==> config.mk <==
export PLATFORM = sky130hd
export DESIGN_NAME = ascii_pan_tilt_slew_controller_flat
export DESIGN_NICKNAME = d
export VERILOG_FILES = /design/src/design/apts_pkg.sv /design/src/design/apts_if.sv /design/src/design/ascii_pan_tilt_slew_controller.sv /design/src/flat_wrapper.sv
export SDC_FILE = /design/constraint.sdc
export NUM_CORES = 1
export LEC_CHECK = 0
export CAP_MARGIN = 30
export CORE_UTILIZATION = 55
export CTS_CLUSTER_DIAMETER = 200
export DETAILED_ROUTE_END_ITERATION = 12
export DONT_BUFFER_PORTS = 1
export GPL_ROUTABILITY_DRIVEN = 1
export PLACE_DENSITY = 0.69
export SETUP_SLACK_MARGIN = 0.5
export SLEW_MARGIN = 20
export SYNTH_ARGS = -nofsm -noshare
export SYNTH_HDL_FRONTEND = slang
export SYNTH_SLANG_ARGS = --single-unit
==> constraint.sdc <==
create_clock -name clk -period 4.1 [get_ports clk]
set_input_delay 0.205 -clock clk [delete_from_list [all_inputs] [get_ports clk]]
set_output_delay 0.205 -clock clk [all_outputs]
set_load 0.02 [all_outputs]
==> src/design/apts_pkg.sv <==
// Shared types and constants of the pan/tilt slew controller.
// No dependencies; imported by the interfaces, the top level and the checker.
package apts_pkg;

  localparam int ANGLE_BITS  = 8;
  localparam int ACC_W       = ANGLE_BITS + 1;
  localparam int PROD_W      = ACC_W + 4;
  localparam int LIMIT_W     = 8;
  localparam int BYTE_W      = 8;
  localparam int OUT_ANGLE_W = 8;

  localparam logic [ACC_W-1:0]      ACC_MAX     = {ACC_W{1'b1}};
  localparam logic [ANGLE_BITS-1:0] HOME_ANGLE  = ANGLE_BITS'(90);
  localparam logic [LIMIT_W-1:0]    LIMIT_RESET = LIMIT_W'(180);

  localparam logic KIND_BYTE = 1'b0;
  localparam logic KIND_TICK = 1'b1;

  localparam logic [1:0] PH_WAIT   = 2'd0;
  localparam logic [1:0] PH_DIGITS = 2'd1;
  localparam logic [1:0] PH_DONE   = 2'd2;

  localparam logic [BYTE_W-1:0] CH_NL    = 8'h0A;
  localparam logic [BYTE_W-1:0] CH_COMMA = 8'h2C;
  localparam logic [BYTE_W-1:0] CH_PLUS  = 8'h2B;
  localparam logic [BYTE_W-1:0] CH_MINUS = 8'h2D;
  localparam logic [BYTE_W-1:0] CH_ZERO  = 8'h30;
  localparam logic [BYTE_W-1:0] CH_NINE  = 8'h39;
  localparam logic [BYTE_W-1:0] CH_SPACE = 8'h20;
  localparam logic [BYTE_W-1:0] CH_TAB   = 8'h09;
  localparam logic [BYTE_W-1:0] CH_VT    = 8'h0B;
  localparam logic [BYTE_W-1:0] CH_FF    = 8'h0C;
  localparam logic [BYTE_W-1:0] CH_CR    = 8'h0D;

  typedef struct packed {
    logic [ACC_W-1:0] accum;
    logic [1:0]       phase;
    logic             negative;
  } num_field_t;

  typedef struct packed {
    logic [OUT_ANGLE_W-1:0] pan_angle;
    logic [OUT_ANGLE_W-1:0] tilt_angle;
    logic                   moving;
    logic                   busy_led;
  } out_item_t;

endpackage

==> src/design/apts_if.sv <==
// Valid/ready channel interfaces of the pan/tilt slew controller.
// Depends on apts_pkg for payload widths.
interface apts_in_if;
  import apts_pkg::*;
  logic              valid;
  logic              ready;
  logic              kind;
  logic [BYTE_W-1:0] rx_byte;
  modport source (output valid, kind, rx_byte, input ready);
  modport sink (input valid, kind, rx_byte, output ready);
endinterface

interface apts_out_if;
  import apts_pkg::*;
  logic                   valid;
  logic                   ready;
  logic [OUT_ANGLE_W-1:0] pan_angle;
  logic [OUT_ANGLE_W-1:0] tilt_angle;
  logic                   moving;
  logic                   busy_led;
  modport source (output valid, pan_angle, tilt_angle, moving, busy_led, input ready);
  modport sink (input valid, pan_angle, tilt_angle, moving, busy_led, output ready);
endinterface

==> src/design/ascii_pan_tilt_slew_controller.sv <==
// Pan/tilt slew controller with an ASCII "X,Y" line parser.
// Depends on apts_pkg and the channel interfaces in apts_if.sv.
// Usage:
//   in_ch carries one item per handshake: a serial byte (kind 0) or a step
//   tick (kind 1). Bytes build a line "X,Y" ended by a newline; a valid line
//   loads the axis targets and sets the busy LED. Bytes give no result.
//   Each tick steps both axes one degree toward their targets and gives one
//   result on out_ch: both angles, the moving flag and the LED state.
//   cfg_we/cfg_wdata write angle_limit (largest accepted target); write it
//   only while no tick result is pending.
// Timing:
//   One item per cycle while in_ch.ready is high. The parser and the axis
//   steppers update their state registers in the cycle an item is accepted;
//   a tick's result is shown on out_ch from the output register.
//   If out_ch stalls, one further tick result goes to a skid register and
//   in_ch.ready drops only while both registers hold results.
// Reset:
//   Synchronous rst_n low returns the angles and targets to 90 degrees,
//   angle_limit to 180, clears the LED and the line parser, and empties
//   both output registers. No clearing pass is needed.
module ascii_pan_tilt_slew_controller (
  input  logic                         clk,
  input  logic                         rst_n,
  input  logic                         cfg_we,
  input  logic [apts_pkg::LIMIT_W-1:0] cfg_wdata,
  apts_in_if.sink                      in_ch,
  apts_out_if.source                   out_ch
);
  import apts_pkg::*;

  logic [LIMIT_W-1:0]    limit_r;
  logic [ANGLE_BITS-1:0] pan_now_r, pan_now_nxt, pan_goal_r, pan_goal_nxt;
  logic [ANGLE_BITS-1:0] tilt_now_r, tilt_now_nxt, tilt_goal_r, tilt_goal_nxt;
  logic                  led_r, led_nxt;
  logic                  second_r, second_nxt;
  logic                  text_seen_r, text_seen_nxt;
  logic                  comma_ok_r, comma_ok_nxt;
  num_field_t            pan_num_r, pan_num_nxt, tilt_num_r, tilt_num_nxt;

  logic                  out_valid_r, out_valid_nxt, skid_valid_r, skid_valid_nxt;
  out_item_t             out_item_r, out_item_nxt, skid_item_r, skid_item_nxt;

  logic                  in_acc, push, pop, moved_pan, moved_tilt;
  out_item_t             tick_item;
  logic [BYTE_W-1:0]     c;

  function automatic logic is_space(logic [BYTE_W-1:0] ch);
    return (ch == CH_SPACE) || (ch == CH_TAB) || (ch == CH_VT) ||
           (ch == CH_FF) || (ch == CH_CR);
  endfunction

  // atol-style digit accumulation with a saturating magnitude
  function automatic num_field_t field_feed(num_field_t f, logic [BYTE_W-1:0] ch);
    num_field_t        r;
    logic              digit;
    logic              take;
    logic [PROD_W-1:0] v;
    r     = f;
    digit = (ch >= CH_ZERO) && (ch <= CH_NINE);
    take  = 1'b0;
    v     = '0;
    case (f.phase)
      PH_WAIT: begin
        if (!is_space(ch)) begin
          if ((ch == CH_PLUS) || (ch == CH_MINUS)) begin
            r.negative = (ch == CH_MINUS);
            r.phase    = PH_DIGITS;
          end else if (!digit) begin
            r.phase = PH_DONE;
          end else begin
            r.phase = PH_DIGITS;
            take    = 1'b1;
          end
        end
      end
      PH_DIGITS: begin
        if (!digit) begin
          r.phase = PH_DONE;
        end else begin
          take = 1'b1;
        end
      end
      default: r = f;
    endcase
    if (take) begin
      v = PROD_W'(f.accum) * PROD_W'(10) + PROD_W'(ch - CH_ZERO);
      r.accum = (v > PROD_W'(ACC_MAX)) ? ACC_MAX : v[ACC_W-1:0];
    end
    return r;
  endfunction

  function automatic logic [ANGLE_BITS-1:0] field_apply(num_field_t f,
                                                        logic [ANGLE_BITS-1:0] goal,
                                                        logic [LIMIT_W-1:0] lim);
    logic [ANGLE_BITS-1:0] g;
    g = goal;
    if (!(f.negative && (f.accum != '0)) && (f.accum <= ACC_W'(lim))) begin
      g = f.accum[ANGLE_BITS-1:0];
    end
    return g;
  endfunction

  assign in_ch.ready = !skid_valid_r;
  assign in_acc      = in_ch.valid && !skid_valid_r;
  assign c           = in_ch.rx_byte;
  assign pop         = out_valid_r && out_ch.ready;

  always_comb begin
    pan_now_nxt   = pan_now_r;
    pan_goal_nxt  = pan_goal_r;
    tilt_now_nxt  = tilt_now_r;
    tilt_goal_nxt = tilt_goal_r;
    led_nxt       = led_r;
    second_nxt    = second_r;
    text_seen_nxt = text_seen_r;
    comma_ok_nxt  = comma_ok_r;
    pan_num_nxt   = pan_num_r;
    tilt_num_nxt  = tilt_num_r;
    moved_pan     = 1'b0;
    moved_tilt    = 1'b0;
    push          = 1'b0;

    if (in_acc && (in_ch.kind == KIND_BYTE)) begin
      if (c == CH_NL) begin
        if (second_r && comma_ok_r) begin
          pan_goal_nxt  = field_apply(pan_num_r, pan_goal_r, limit_r);
          tilt_goal_nxt = field_apply(tilt_num_r, tilt_goal_r, limit_r);
          led_nxt       = 1'b1;
        end
        second_nxt    = 1'b0;
        text_seen_nxt = 1'b0;
        comma_ok_nxt  = 1'b0;
        pan_num_nxt   = '0;
        tilt_num_nxt  = '0;
      end else if (!second_r) begin
        if (c == CH_COMMA) begin
          second_nxt   = 1'b1;
          comma_ok_nxt = text_seen_r;
        end else begin
          if (!is_space(c)) begin
            text_seen_nxt = 1'b1;
          end
          pan_num_nxt = field_feed(pan_num_r, c);
        end
      end else begin
        tilt_num_nxt = field_feed(tilt_num_r, c);
      end
    end else if (in_acc) begin
      push = 1'b1;
      if (pan_now_r != pan_goal_r) begin
        moved_pan   = 1'b1;
        pan_now_nxt = (pan_now_r < pan_goal_r) ? pan_now_r + 1'b1 : pan_now_r - 1'b1;
      end
      if (tilt_now_r != tilt_goal_r) begin
        moved_tilt   = 1'b1;
        tilt_now_nxt = (tilt_now_r < tilt_goal_r) ? tilt_now_r + 1'b1 : tilt_now_r - 1'b1;
      end
      if (!(moved_pan || moved_tilt)) begin
        led_nxt = 1'b0;
      end
    end
  end

  always_comb begin
    tick_item.pan_angle  = OUT_ANGLE_W'(pan_now_nxt);
    tick_item.tilt_angle = OUT_ANGLE_W'(tilt_now_nxt);
    tick_item.moving     = moved_pan || moved_tilt;
    tick_item.busy_led   = led_nxt;
  end

  // output register plus one skid entry
  always_comb begin
    out_valid_nxt  = out_valid_r;
    out_item_nxt   = out_item_r;
    skid_valid_nxt = skid_valid_r;
    skid_item_nxt  = skid_item_r;
    if (pop || !out_valid_r) begin
      if (skid_valid_r) begin
        out_item_nxt   = skid_item_r;
        out_valid_nxt  = 1'b1;
        skid_valid_nxt = 1'b0;
      end else begin
        out_item_nxt  = tick_item;
        out_valid_nxt = push;
      end
    end else if (push) begin
      skid_item_nxt  = tick_item;
      skid_valid_nxt = 1'b1;
    end
  end

  always_ff @(posedge clk) begin
    if (!rst_n) begin
      limit_r      <= LIMIT_RESET;
      pan_now_r    <= HOME_ANGLE;
      pan_goal_r   <= HOME_ANGLE;
      tilt_now_r   <= HOME_ANGLE;
      tilt_goal_r  <= HOME_ANGLE;
      led_r        <= 1'b0;
      second_r     <= 1'b0;
      text_seen_r  <= 1'b0;
      comma_ok_r   <= 1'b0;
      pan_num_r    <= '0;
      tilt_num_r   <= '0;
      out_valid_r  <= 1'b0;
      skid_valid_r <= 1'b0;
    end else begin
      if (cfg_we) begin
        limit_r <= cfg_wdata;
      end
      pan_now_r    <= pan_now_nxt;
      pan_goal_r   <= pan_goal_nxt;
      tilt_now_r   <= tilt_now_nxt;
      tilt_goal_r  <= tilt_goal_nxt;
      led_r        <= led_nxt;
      second_r     <= second_nxt;
      text_seen_r  <= text_seen_nxt;
      comma_ok_r   <= comma_ok_nxt;
      pan_num_r    <= pan_num_nxt;
      tilt_num_r   <= tilt_num_nxt;
      out_valid_r  <= out_valid_nxt;
      skid_valid_r <= skid_valid_nxt;
    end
  end

  always_ff @(posedge clk) begin
    out_item_r  <= out_item_nxt;
    skid_item_r <= skid_item_nxt;
  end

  assign out_ch.valid      = out_valid_r;
  assign out_ch.pan_angle  = out_item_r.pan_angle;
  assign out_ch.tilt_angle = out_item_r.tilt_angle;
  assign out_ch.moving     = out_item_r.moving;
  assign out_ch.busy_led   = out_item_r.busy_led;

endmodule

==> src/flat_wrapper.sv <==
// flat-port wrapper written by rule: the top's interface ports become plain ports
module ascii_pan_tilt_slew_controller_flat import apts_pkg::*;
  (clk, rst_n, cfg_we, cfg_wdata, in_ch_valid, in_ch_kind, in_ch_rx_byte, in_ch_ready, out_ch_valid, out_ch_pan_angle, out_ch_tilt_angle, out_ch_moving, out_ch_busy_led, out_ch_ready);
  apts_in_if in_ch_i ();
  apts_out_if out_ch_i ();
  input  logic clk;
  input  logic rst_n;
  input  logic cfg_we;
  input  logic [apts_pkg::LIMIT_W-1:0] cfg_wdata;
  input wire logic [$bits(in_ch_i.valid)-1:0] in_ch_valid;
  input wire logic [$bits(in_ch_i.kind)-1:0] in_ch_kind;
  input wire logic [$bits(in_ch_i.rx_byte)-1:0] in_ch_rx_byte;
  output wire logic [$bits(in_ch_i.ready)-1:0] in_ch_ready;
  output wire logic [$bits(out_ch_i.valid)-1:0] out_ch_valid;
  output wire logic [$bits(out_ch_i.pan_angle)-1:0] out_ch_pan_angle;
  output wire logic [$bits(out_ch_i.tilt_angle)-1:0] out_ch_tilt_angle;
  output wire logic [$bits(out_ch_i.moving)-1:0] out_ch_moving;
  output wire logic [$bits(out_ch_i.busy_led)-1:0] out_ch_busy_led;
  input wire logic [$bits(out_ch_i.ready)-1:0] out_ch_ready;
  assign in_ch_i.valid = in_ch_valid;
  assign in_ch_i.kind = in_ch_kind;
  assign in_ch_i.rx_byte = in_ch_rx_byte;
  assign in_ch_ready = in_ch_i.ready;
  assign out_ch_valid = out_ch_i.valid;
  assign out_ch_pan_angle = out_ch_i.pan_angle;
  assign out_ch_tilt_angle = out_ch_i.tilt_angle;
  assign out_ch_moving = out_ch_i.moving;
  assign out_ch_busy_led = out_ch_i.busy_led;
  assign out_ch_i.ready = out_ch_ready;
  ascii_pan_tilt_slew_controller u_core (.clk(clk), .rst_n(rst_n), .cfg_we(cfg_we), .cfg_wdata(cfg_wdata), .in_ch(in_ch_i), .out_ch(out_ch_i));
endmodule
==> results of run 1 <==
[Yosys cell counts, types with 6 or more instances]
cell type / number / area [um^2]
xor2_1: 13 / 114
xnor2_1: 25 / 219
o21ai_1: 8 / 40.0
ha_1: 99 / 1240
nand2_1: 89 / 334
a21o_1: 15 / 113
clkbuf_1: 12 / 45.0
o211ai_1: 9 / 67.6
inv_1: 57 / 214
dfxtp_1: 70 / 1400
nand4_1: 21 / 131
or4_1: 7 / 52.6
nor3_1: 10 / 50.1
o21ai_0: 35 / 175
mux2i_1: 23 / 230
mux2_2: 8 / 90.1
nor4_1: 10 / 62.6
o21a_1: 13 / 97.6
nor2_1: 54 / 203
o21bai_1: 9 / 67.6
nand3_1: 18 / 90.1
a311o_1: 6 / 60.1
and2_1: 8 / 50.1
edfxtp_1: 36 / 1080
fa_1: 6 / 120
nor2b_1: 24 / 150
a31oi_1: 7 / 43.8
a211oi_1: 6 / 45.0
a21oi_1: 50 / 250
[timing repair]
| item | 4_1_cts | 5_1_grt |
|---|---|---|
| endpoints found under the hold margin | 35 | 2 |
| gates cloned | 0 | 1 |
| endpoints found under the setup margin | 18 | 25 |
| setup buffers | 17 | 2 |
| gates resized for setup | 29 | 28 |
| hold buffers | 7 | 2 |
| pin swaps | 20 | 15 |
[metrics by stage]
stage | worst slack, ns | util, %
floorplan | 0.523 | -
global placement | 0.301 | 57.9
detailed placement | 0.165 | 57.9
CTS | 0.469 | 63.0
global route | 0.304 | 64.3
finish | 0.437 | 64.3
[per-layer routing]
layer | wire (um) | track usage, % | vias to the layer above
met1 | 8160 | 33.5 | 2901
met3 | 702 | 3.86 | 39
met2 | 8470 | 44.0 | 135
met5 | 0 | 0 | -
li1 | - | - | 3050
met4 | 561 | 9.65 | 0
[state kept, by name (all words and copies together) (netlist names)]
register,count
u_core.tilt_num_r,12
u_core.pan_goal_r,8
u_core.tilt_now_r,8
u_core.text_seen_r,1
u_core.skid_valid_r,1
u_core.pan_num_r,12
u_core.out_ch.moving,1
u_core.limit_r,8
u_core.tilt_goal_r,8
u_core.out_ch.tilt_angle,8
u_core.skid_item_r,18
u_core.second_r,1
u_core.out_ch.pan_angle,8
u_core.led_r,1
u_core.comma_ok_r,1
u_core.out_ch.busy_led,1
u_core.pan_now_r,8
u_core.out_ch.valid,1
[worst max-delay path, cell delays in order, from the launching register on]
cell       delay [ns]
dfxtp_2          0.34
ha_4             0.25
ha_4             0.16
fa_2             0.41
a21oi_4          0.18
o21bai_1         0.11
xor2_1           0.17
ha_1             0.36
buf_4            0.18
o211a_1          0.13
or3_1            0.34
o221ai_1         0.11
o2111ai_2        0.15
a21oi_2          0.21
a21oi_4          0.11
a311o_1          0.30
[power groups by stage]
stage	Clock (mW)	Combinational, mW	Sequential [mW]
5_1_grt	1.01	2.35	1.49
2_1_floorplan	0	1.65	1.47
4_1_cts	0.969	2.04	1.48
3_3_place_gp	0	1.91	1.49
6_report	0.960	2.09	1.48
3_5_place_dp	0	2.01	1.50
[layout make-up]
| cell class | instances | area, um^2 |
|---|---|---|
| tap | 176 | 220 |
| clock inverter | 6 | 105 |
| timing repair buffer | 37 | 308 |
| fill | 1085 | 4730 |
| clock buffer | 10 | 229 |
| sequential | 106 | 2510 |
| multi-input combinational | 640 | 4930 |
| inverter | 57 | 214 |
[final timing paths]
path | startpoint | to | slack, ns | cells past startpoint
worst max register to register | u_core.tilt_num_r[4] | u_core.tilt_num_r[8] | 0.44 | 15
worst max-delay path | u_core.tilt_num_r[4] | u_core.tilt_num_r[8] | 0.44 | 15
worst min-delay path | rst_n | u_core.limit_r[0] | 0.006 | 1
worst min register to register | u_core.comma_ok_r | u_core.comma_ok_r | 0.46 | 2
[kinds of logic (layout without fill, tap and decap cells)]
| family | after synthesis | in the layout | synth area share (%) |
|---|---|---|---|
| xor gates and xnor gates | 38 | 38 | 4.46 |
| DFF | 106 | 106 | 33.3 |
| and+or+nand+nor | 271 | 271 | 18.1 |
| adders and majority gates | 105 | 105 | 18.2 |
| AOI/OAI and AO/OA | 195 | 195 | 17.6 |
| buffers and inverters | 75 | 110 | 4.04 |
| muxes | 31 | 31 | 4.29 |
==> results.cfg, run 1 <==
[sta]
finalCritPeriodShare_pct = 89.3
rsz0062_at_grt = true
slew_headroom_pct = 41.7
worst-slew-pin-transition_ns = 0.875
max_freq_mhz = 273
finalHoldViolations = 0
setup_viol = 0
slew_violations = 0
finalClockSkew_ns = 0.00538
whs_ns = 0.00622
fin_crit_ns = 3.66
setup_tns_ns = 0

[clock_network]
clock_path_buffers = 2
cts_root_buffer = clkbuf_16
cts_tree = built
cts_sinks = 106
cts-htree-levels = 3
clkTransAtPathRegs_ns = 0.07
cts_buffers = 9
worstSkewPairLatency_ns = 0.34

[critical_path]
critPathCaptureType = flop
worstPathMaxFanout = 7
arrival_ns = 3.88
critPathLaunchType = flop
required_ns = 4.32
critPathKind = reg -> reg

[pwr]
power_frac_comb_pct = 46.2
power.leakage_nw = 3.78
sw_frac_of_total_pct = 37.6
total_power_mw = 4.53
power_density_nw_per_um2 = 532
pwr-share-seq_pct = 32.6
power.switching_mw = 1.70
ir_worst_vdd_mv = 0.268
clkPwrFrac_pct = 21.2
cellInternalPower_mw = 2.83

[floorplan]
rows = 42
die_h_um = 118
initial_core_util_pct = 56.3
design.portCount = 42
dieArea_um2 = 14000
coreArea_um2 = 13200
die_w_um = 118

[run_status]
status = finished clean

[detailed_routing]
drc = 0
routed_via_density = 5.94
routed_wl_um = 17900
vias = 6125
drtPass1Iterations = 5
wl_per_cell_um = 17.3
detail-route-antenna-nets = 0
drtIter0Drc = 329

[layout]
fin_cells = 1032
mostFrequentLayoutCells = 89 x ha_1, 88 x nand2_1, 58 x dfxtp_1, 57 x inv_1, 53 x nor2_1
antenna_cells = 0
area_growth_syn_to_layout_pct = 14.1
final_common_cell = ha_1
drive_gt1_share_pct = 13.2
design_area_um2 = 8510
final_nets = 978

[logic_synthesis]
syn_area_um2 = 7460
synth_edf_count = 36
synth_nets = 948
synth_ff_type = dfxtp_1
synth_warnings = 0
async_flop_share_pct = 0
synth_cell_types = 65
synth_seq_cells = 106
ys_seq_area_share_pct = 33.3
avgSynthCellArea_um2 = 9.09
postSynthCellCount = 821

[grt]
grt_usage_pct = 26.0
grt_overflow = 0
antenna_found_initial = 0
grt_max_degree = 35
grt_pass1_wl_um = 29300
grt_pass1_vias = 6004

[placed_design]
port_buffers = 0
placed_area_um2 = 7660
hpwl_um = 12800
post-place-cells = 987
gp_congestion = 0.936

[min_path]
hp-class = in -> reg

[run]
maxCapViolations = 0
Note: power is estimated with default switching activity, not from simulation.
==> run 2, diff against run 1 <==
CORE_UTILIZATION = 30   (was 55)
PLACE_DENSITY = 0.43   (was 0.69)
SLEW_MARGIN = unset   (was 20)
==> results.cfg, run 2 (synthesis results as in run 1) <==
[grt]
grt_usage_pct = 15.1
grt_pass1_vias = 5653
antenna_found_initial = 0
grt_max_degree = 41
grt_overflow = 0
grt_pass1_wl_um = 30600

[detailed_routing]
vias = 5919
drtPass1Iterations = 5
detail-route-antenna-nets = 0
routed_wl_um = 19300
drtIter0Drc = 273
drc = 0
wl_per_cell_um = 16.2
routed_via_density = 4.99

[floorplan]
initial_core_util_pct = 30.6
design.portCount = 42
rows = 57
dieArea_um2 = 25500
die_h_um = 160
coreArea_um2 = 24400
die_w_um = 160

[clock_network]
cts-htree-levels = 3
cts_sinks = 106
clock_path_buffers = 2
worstSkewPairLatency_ns = 0.35
cts_tree = built
cts_root_buffer = clkbuf_16
clkTransAtPathRegs_ns = 0.07
cts_buffers = 9

[critical_path]
critPathLaunchType = flop
critPathKind = reg -> reg
critPathCaptureType = flop
path_cells = buf_6 > ha_4 > ha_4 > fa_2 > a21oi_4 > o21bai_1 > xor2_1 > ha_1 > buf_4 > o211a_1 > or3_1 > o221ai_1 > o2111ai_2 > a21oi_4 > buf_4 > a31oi_1 > a31o_1
worstPathMaxFanout = 5
crit_family = compound AO/OA/AOI/OAI gates
critPathMaxStageDelay_ns = 0.36
cp_num_buf_inv = 3
arrival_ns = 3.79
required_ns = 4.34
slowest_stage = fa_2

[placed_design]
gp_congestion = 0.821
placed_area_um2 = 7920
hpwl_um = 14300
port_buffers = 0

[layout]
largest_reg_flops = 18
largest_register = u_core.skid_item_r
area_growth_syn_to_layout_pct = 16.5
final_nets = 984
mostFrequentLayoutCells = 88 x nand2_1, 88 x ha_1, 61 x dfxtp_1, 57 x inv_1, 54 x nor2_1
antenna_cells = 0
largestRegisters = u_core.skid_item_r (18), u_core.pan_num_r (12), u_core.tilt_num_r (12)
design_area_um2 = 8690
drive_gt1_share_pct = 14.0

[sta]
finalClockSkew_ns = 0.0133
finalHoldViolations = 0
slew_headroom_pct = 37.0
finalCritPeriodShare_pct = 86.6
setup_tns_ns = 0
fin_crit_ns = 3.55
setup_viol = 0
max_freq_mhz = 282
slew_violations = 0
worst-slew-pin-transition_ns = 0.945
rsz0062_at_grt = true
whs_ns = 0.0220

[pwr]
power_density_nw_per_um2 = 505
ir_worst_vdd_mv = 0.255
total_power_mw = 4.39
power.leakage_nw = 3.78
pwr-share-seq_pct = 33.7
power.switching_mw = 1.73
sw_frac_of_total_pct = 39.4
cellInternalPower_mw = 2.66
clkPwrFrac_pct = 18.4
power_frac_comb_pct = 47.9

[min_path]
hp-class = in -> reg

[run_status]
status = finished clean

[run]
maxCapViolations = 0
-- run 2: worst paths after layout --
| path | start | end | slack, ns | cells after the start |
|---|---|---|---|---|
| max | u_core.tilt_num_r[5] | u_core.tilt_num_r[11] | 0.55 | 17 |
| min | rst_n | u_core.skid_valid_r | 0.02 | 1 |
| max reg2reg | u_core.tilt_num_r[5] | u_core.tilt_num_r[11] | 0.55 | 17 |
| min reg2reg | u_core.comma_ok_r | u_core.comma_ok_r | 0.46 | 2 |
-- run 2: per-layer routing --
layer	GRT usage, %	wire length (um)	vias to the layer above	share of wire (%)
met3	2.00	578	13	3.0
met2	23.8	8560	95	44
met4	4.37	225	0	1.2
met1	21.5	9910	2751	51
met5	0	0	-	0
li1	-	-	3060	-
-- run 2: per-stage QoR --
step           util (%)  std cells  setup slack, ns
2_1_floorplan         -        821            0.523
3_3_place_gp       32.5       1145            0.289
3_5_place_dp       32.5       1145            0.274
4_1_cts            34.6       1178            0.445
5_1_grt            35.6       1186            0.409
6_report           35.6       1186            0.548
-- run 2: area by class of cell --
type / instances / area, um^2
inverters: 57 / 214
clock inverters: 5 / 30.0
repair buffers: 43 / 354
well taps: 324 / 405
flip-flops and latches: 106 / 2500
multi-input cells: 640 / 4960
clock buffers: 11 / 233
fillers: 2542 / 15700
-- run 2: power groups by stage --
stage	registers, mW	clock network (mW)	logic (mW)
3_3_place_gp	1.50	0	2.03
2_1_floorplan	1.47	0	1.65
5_1_grt	1.50	0.878	2.40
3_5_place_dp	1.50	0	2.03
6_report	1.48	0.808	2.10
4_1_cts	1.48	0.832	2.06
-- run 2: repair_timing --
action,4_1_cts,5_1_grt
hold buffers,8,0
pin swaps,17,30
gates resized for setup,21,39
hold endpoints to repair,41,0
buffers inserted,9,7
setup endpoints to repair,17,28
cloned,0,1
-- run 2: worst reg2reg max path, stage by stage (launching register included) --
cell and delay [ns]:
dfxtp_2 0.34, buf_6 0.12, ha_4 0.15, ha_4 0.16
fa_2 0.36, a21oi_4 0.16, o21bai_1 0.09, xor2_1 0.16
ha_1 0.35, buf_4 0.16, o211a_1 0.12, or3_1 0.35
o221ai_1 0.11, o2111ai_2 0.20, a21oi_4 0.20, buf_4 0.14
a31oi_1 0.07, a31o_1 0.20
==> run 3, diff against run 2 <==
--- a/config.mk
+++ b/config.mk
@@ -14,4 +14,5 @@
 export PLACE_DENSITY = 0.43
 export SETUP_SLACK_MARGIN = 0.5
+export SLEW_MARGIN = 10
 export SYNTH_ARGS = -nofsm -noshare
 export SYNTH_HDL_FRONTEND = slang
==> constraint.sdc (replaced) <==
create_clock -name clk -period 4.1 [get_ports clk]
set_input_delay 0.82 -clock clk [delete_from_list [all_inputs] [get_ports clk]]
set_output_delay 0.82 -clock clk [all_outputs]
set_load 0.02 [all_outputs]
==> results.cfg, run 3 (synthesis results as in run 1) <==
[run_status]
status = finished clean

[sta]
fin_crit_ns = 3.58
rsz0062_at_grt = true
finalCritPeriodShare_pct = 87.3
max_freq_mhz = 279
slew_violations = 0
finalHoldViolations = 0
setup_tns_ns = 0
slew_headroom_pct = 37.5
setup_viol = 0
finalClockSkew_ns = 0.00425
worst-slew-pin-transition_ns = 0.938

[placed_design]
port_buffers = 0
placed_area_um2 = 7950
gp_congestion = 0.818
hpwl_um = 14300

[floorplan]
rows = 57
dieArea_um2 = 25500
die_h_um = 160
design.portCount = 42
die_w_um = 160
initial_core_util_pct = 30.6
coreArea_um2 = 24400

[layout]
largest_reg_flops = 18
antenna_cells = 0
final_nets = 975
drive_gt1_share_pct = 14.5
largestRegisters = u_core.skid_item_r (18), u_core.pan_num_r (12), u_core.tilt_num_r (12)
mostFrequentLayoutCells = 88 x nand2_1, 87 x ha_1, 63 x dfxtp_1, 56 x inv_1, 53 x nor2_1
area_growth_syn_to_layout_pct = 15.8
largest_register = u_core.skid_item_r
fillers = 2545
final_common_cell = nand2_1
design_area_um2 = 8640

[critical_path]
critPathKind = reg -> reg
worstPathMaxFanout = 7
required_ns = 4.34
r2r_start = u_core.tilt_num_r[7]
critPathCaptureType = flop
r2r-end = u_core.tilt_num_r[5]
reg2reg_setup_slack_ns = 0.52
r2r_cells = 15
arrival_ns = 3.82
worstSetupStartpoint = u_core.tilt_num_r[7]
critPathLaunchType = flop
endpoint = u_core.tilt_num_r[5]

[grt]
grt_pass1_vias = 5650
antenna_found_initial = 0
grt_pass1_wl_um = 30000
grt_usage_pct = 14.8
grt_overflow = 0
grt_max_degree = 56

[pwr]
total_power_mw = 4.42
power_density_nw_per_um2 = 511
power.leakage_nw = 3.73
ir_worst_vdd_mv = 0.253

[clock_network]
cts-htree-levels = 3
cts_sinks = 106
cts_root_buffer = clkbuf_16
clock_path_buffers = 2
cts.hold.buffers_added = 0
clkTransAtPathRegs_ns = 0.07
cts_buffers = 9
worstSkewPairLatency_ns = 0.36
cts_tree = built

[detailed_routing]
drc = 0
routed_via_density = 4.90
routed_wl_um = 18900
drtIter0Drc = 295
vias = 5763
drtPass1Iterations = 4
detail-route-antenna-nets = 0
wl_per_cell_um = 16.0

[run]
maxCapViolations = 0

[min_path]
hp-class = reg -> reg
-- run 3: cell count changes in the layout (fill, tap and decap cells not counted), sizes merged --
cell         before  now
clkinvlp          1    2
buf              36   34
clkbuf           11    9
inv              58   59
dlygate4sd3       7    0
-- run 3: cell type report --
class	count	area [um^2]	area share, %
Timing Repair Buffer	34	256	2.97
Multi-Input combinational cell	640	4980	57.6
Inverter	57	218	2.52
Clock buffer	9	225	2.61
Tap cell	324	405	4.69
Clock inverter	7	61.3	0.709
Sequential cell	106	2500	28.9
-- run 3: timing repair --
action | CTS | global route
setup buffers | 7 | 5
pin swaps | 15 | 35
endpoints found under the setup margin | 18 | 32
cloned | 0 | 1
resized for setup | 20 | 44
-- run 3: power breakdown --
part	switching (mW)	internal [mW]	total [mW]	leakage, nW
combinational	1.15	0.940	2.09	2.67
clock	0.427	0.424	0.851	0.140
sequential	0.176	1.30	1.48	0.921
-- run 3: worst min-delay path by stage --
stage                            endpoint             startpoint  slack [ns]  cells past startpoint
detailed placement  u_core.tilt_goal_r[1]  u_core.tilt_goal_r[1]        0.47                      2
finish                  u_core.comma_ok_r      u_core.comma_ok_r        0.47                      2
CTS                     u_core.comma_ok_r      u_core.comma_ok_r        0.48                      2
global placement        u_core.comma_ok_r      u_core.comma_ok_r        0.45                      2
global route        u_core.tilt_goal_r[4]  u_core.tilt_goal_r[4]        0.51                      2
floorplan              u_core.text_seen_r     u_core.text_seen_r        0.44                      2
-- run 3: per-layer routing --
layer / share of wire [%] / GRT usage, % / wire (um)
met4: 1.1 / 3.63 / 201
met1: 51 / 20.6 / 9640
met3: 3.3 / 2.60 / 615
met2: 45 / 23.6 / 8400
met5: 0 / 0 / 0
-- run 3: per-stage QoR --
step	instances	hold WS, ns	worst slack [ns]	utilization (%)
after global placement	1148	0.454	0.298	32.6
after global routing	1177	0.513	0.370	35.4
final	1177	0.474	0.520	35.4
after detailed placement	1148	0.466	0.256	32.6
after floorplan	821	0.436	0.523	-
after CTS	1171	0.479	0.375	34.4
-- run 3: critical path: stages, from the launching register on --
cell,delay [ns]
dfxtp_2,0.34
buf_4,0.15
ha_1,0.33
ha_4,0.29
inv_1,0.05
o21bai_1,0.17
a21oi_2,0.11
xnor2_2,0.15
ha_1,0.32
a221oi_2,0.30
o31a_1,0.19
o221ai_2,0.11
or3_1,0.36
a21oi_4,0.18
a21oi_4,0.11
a311o_1,0.30
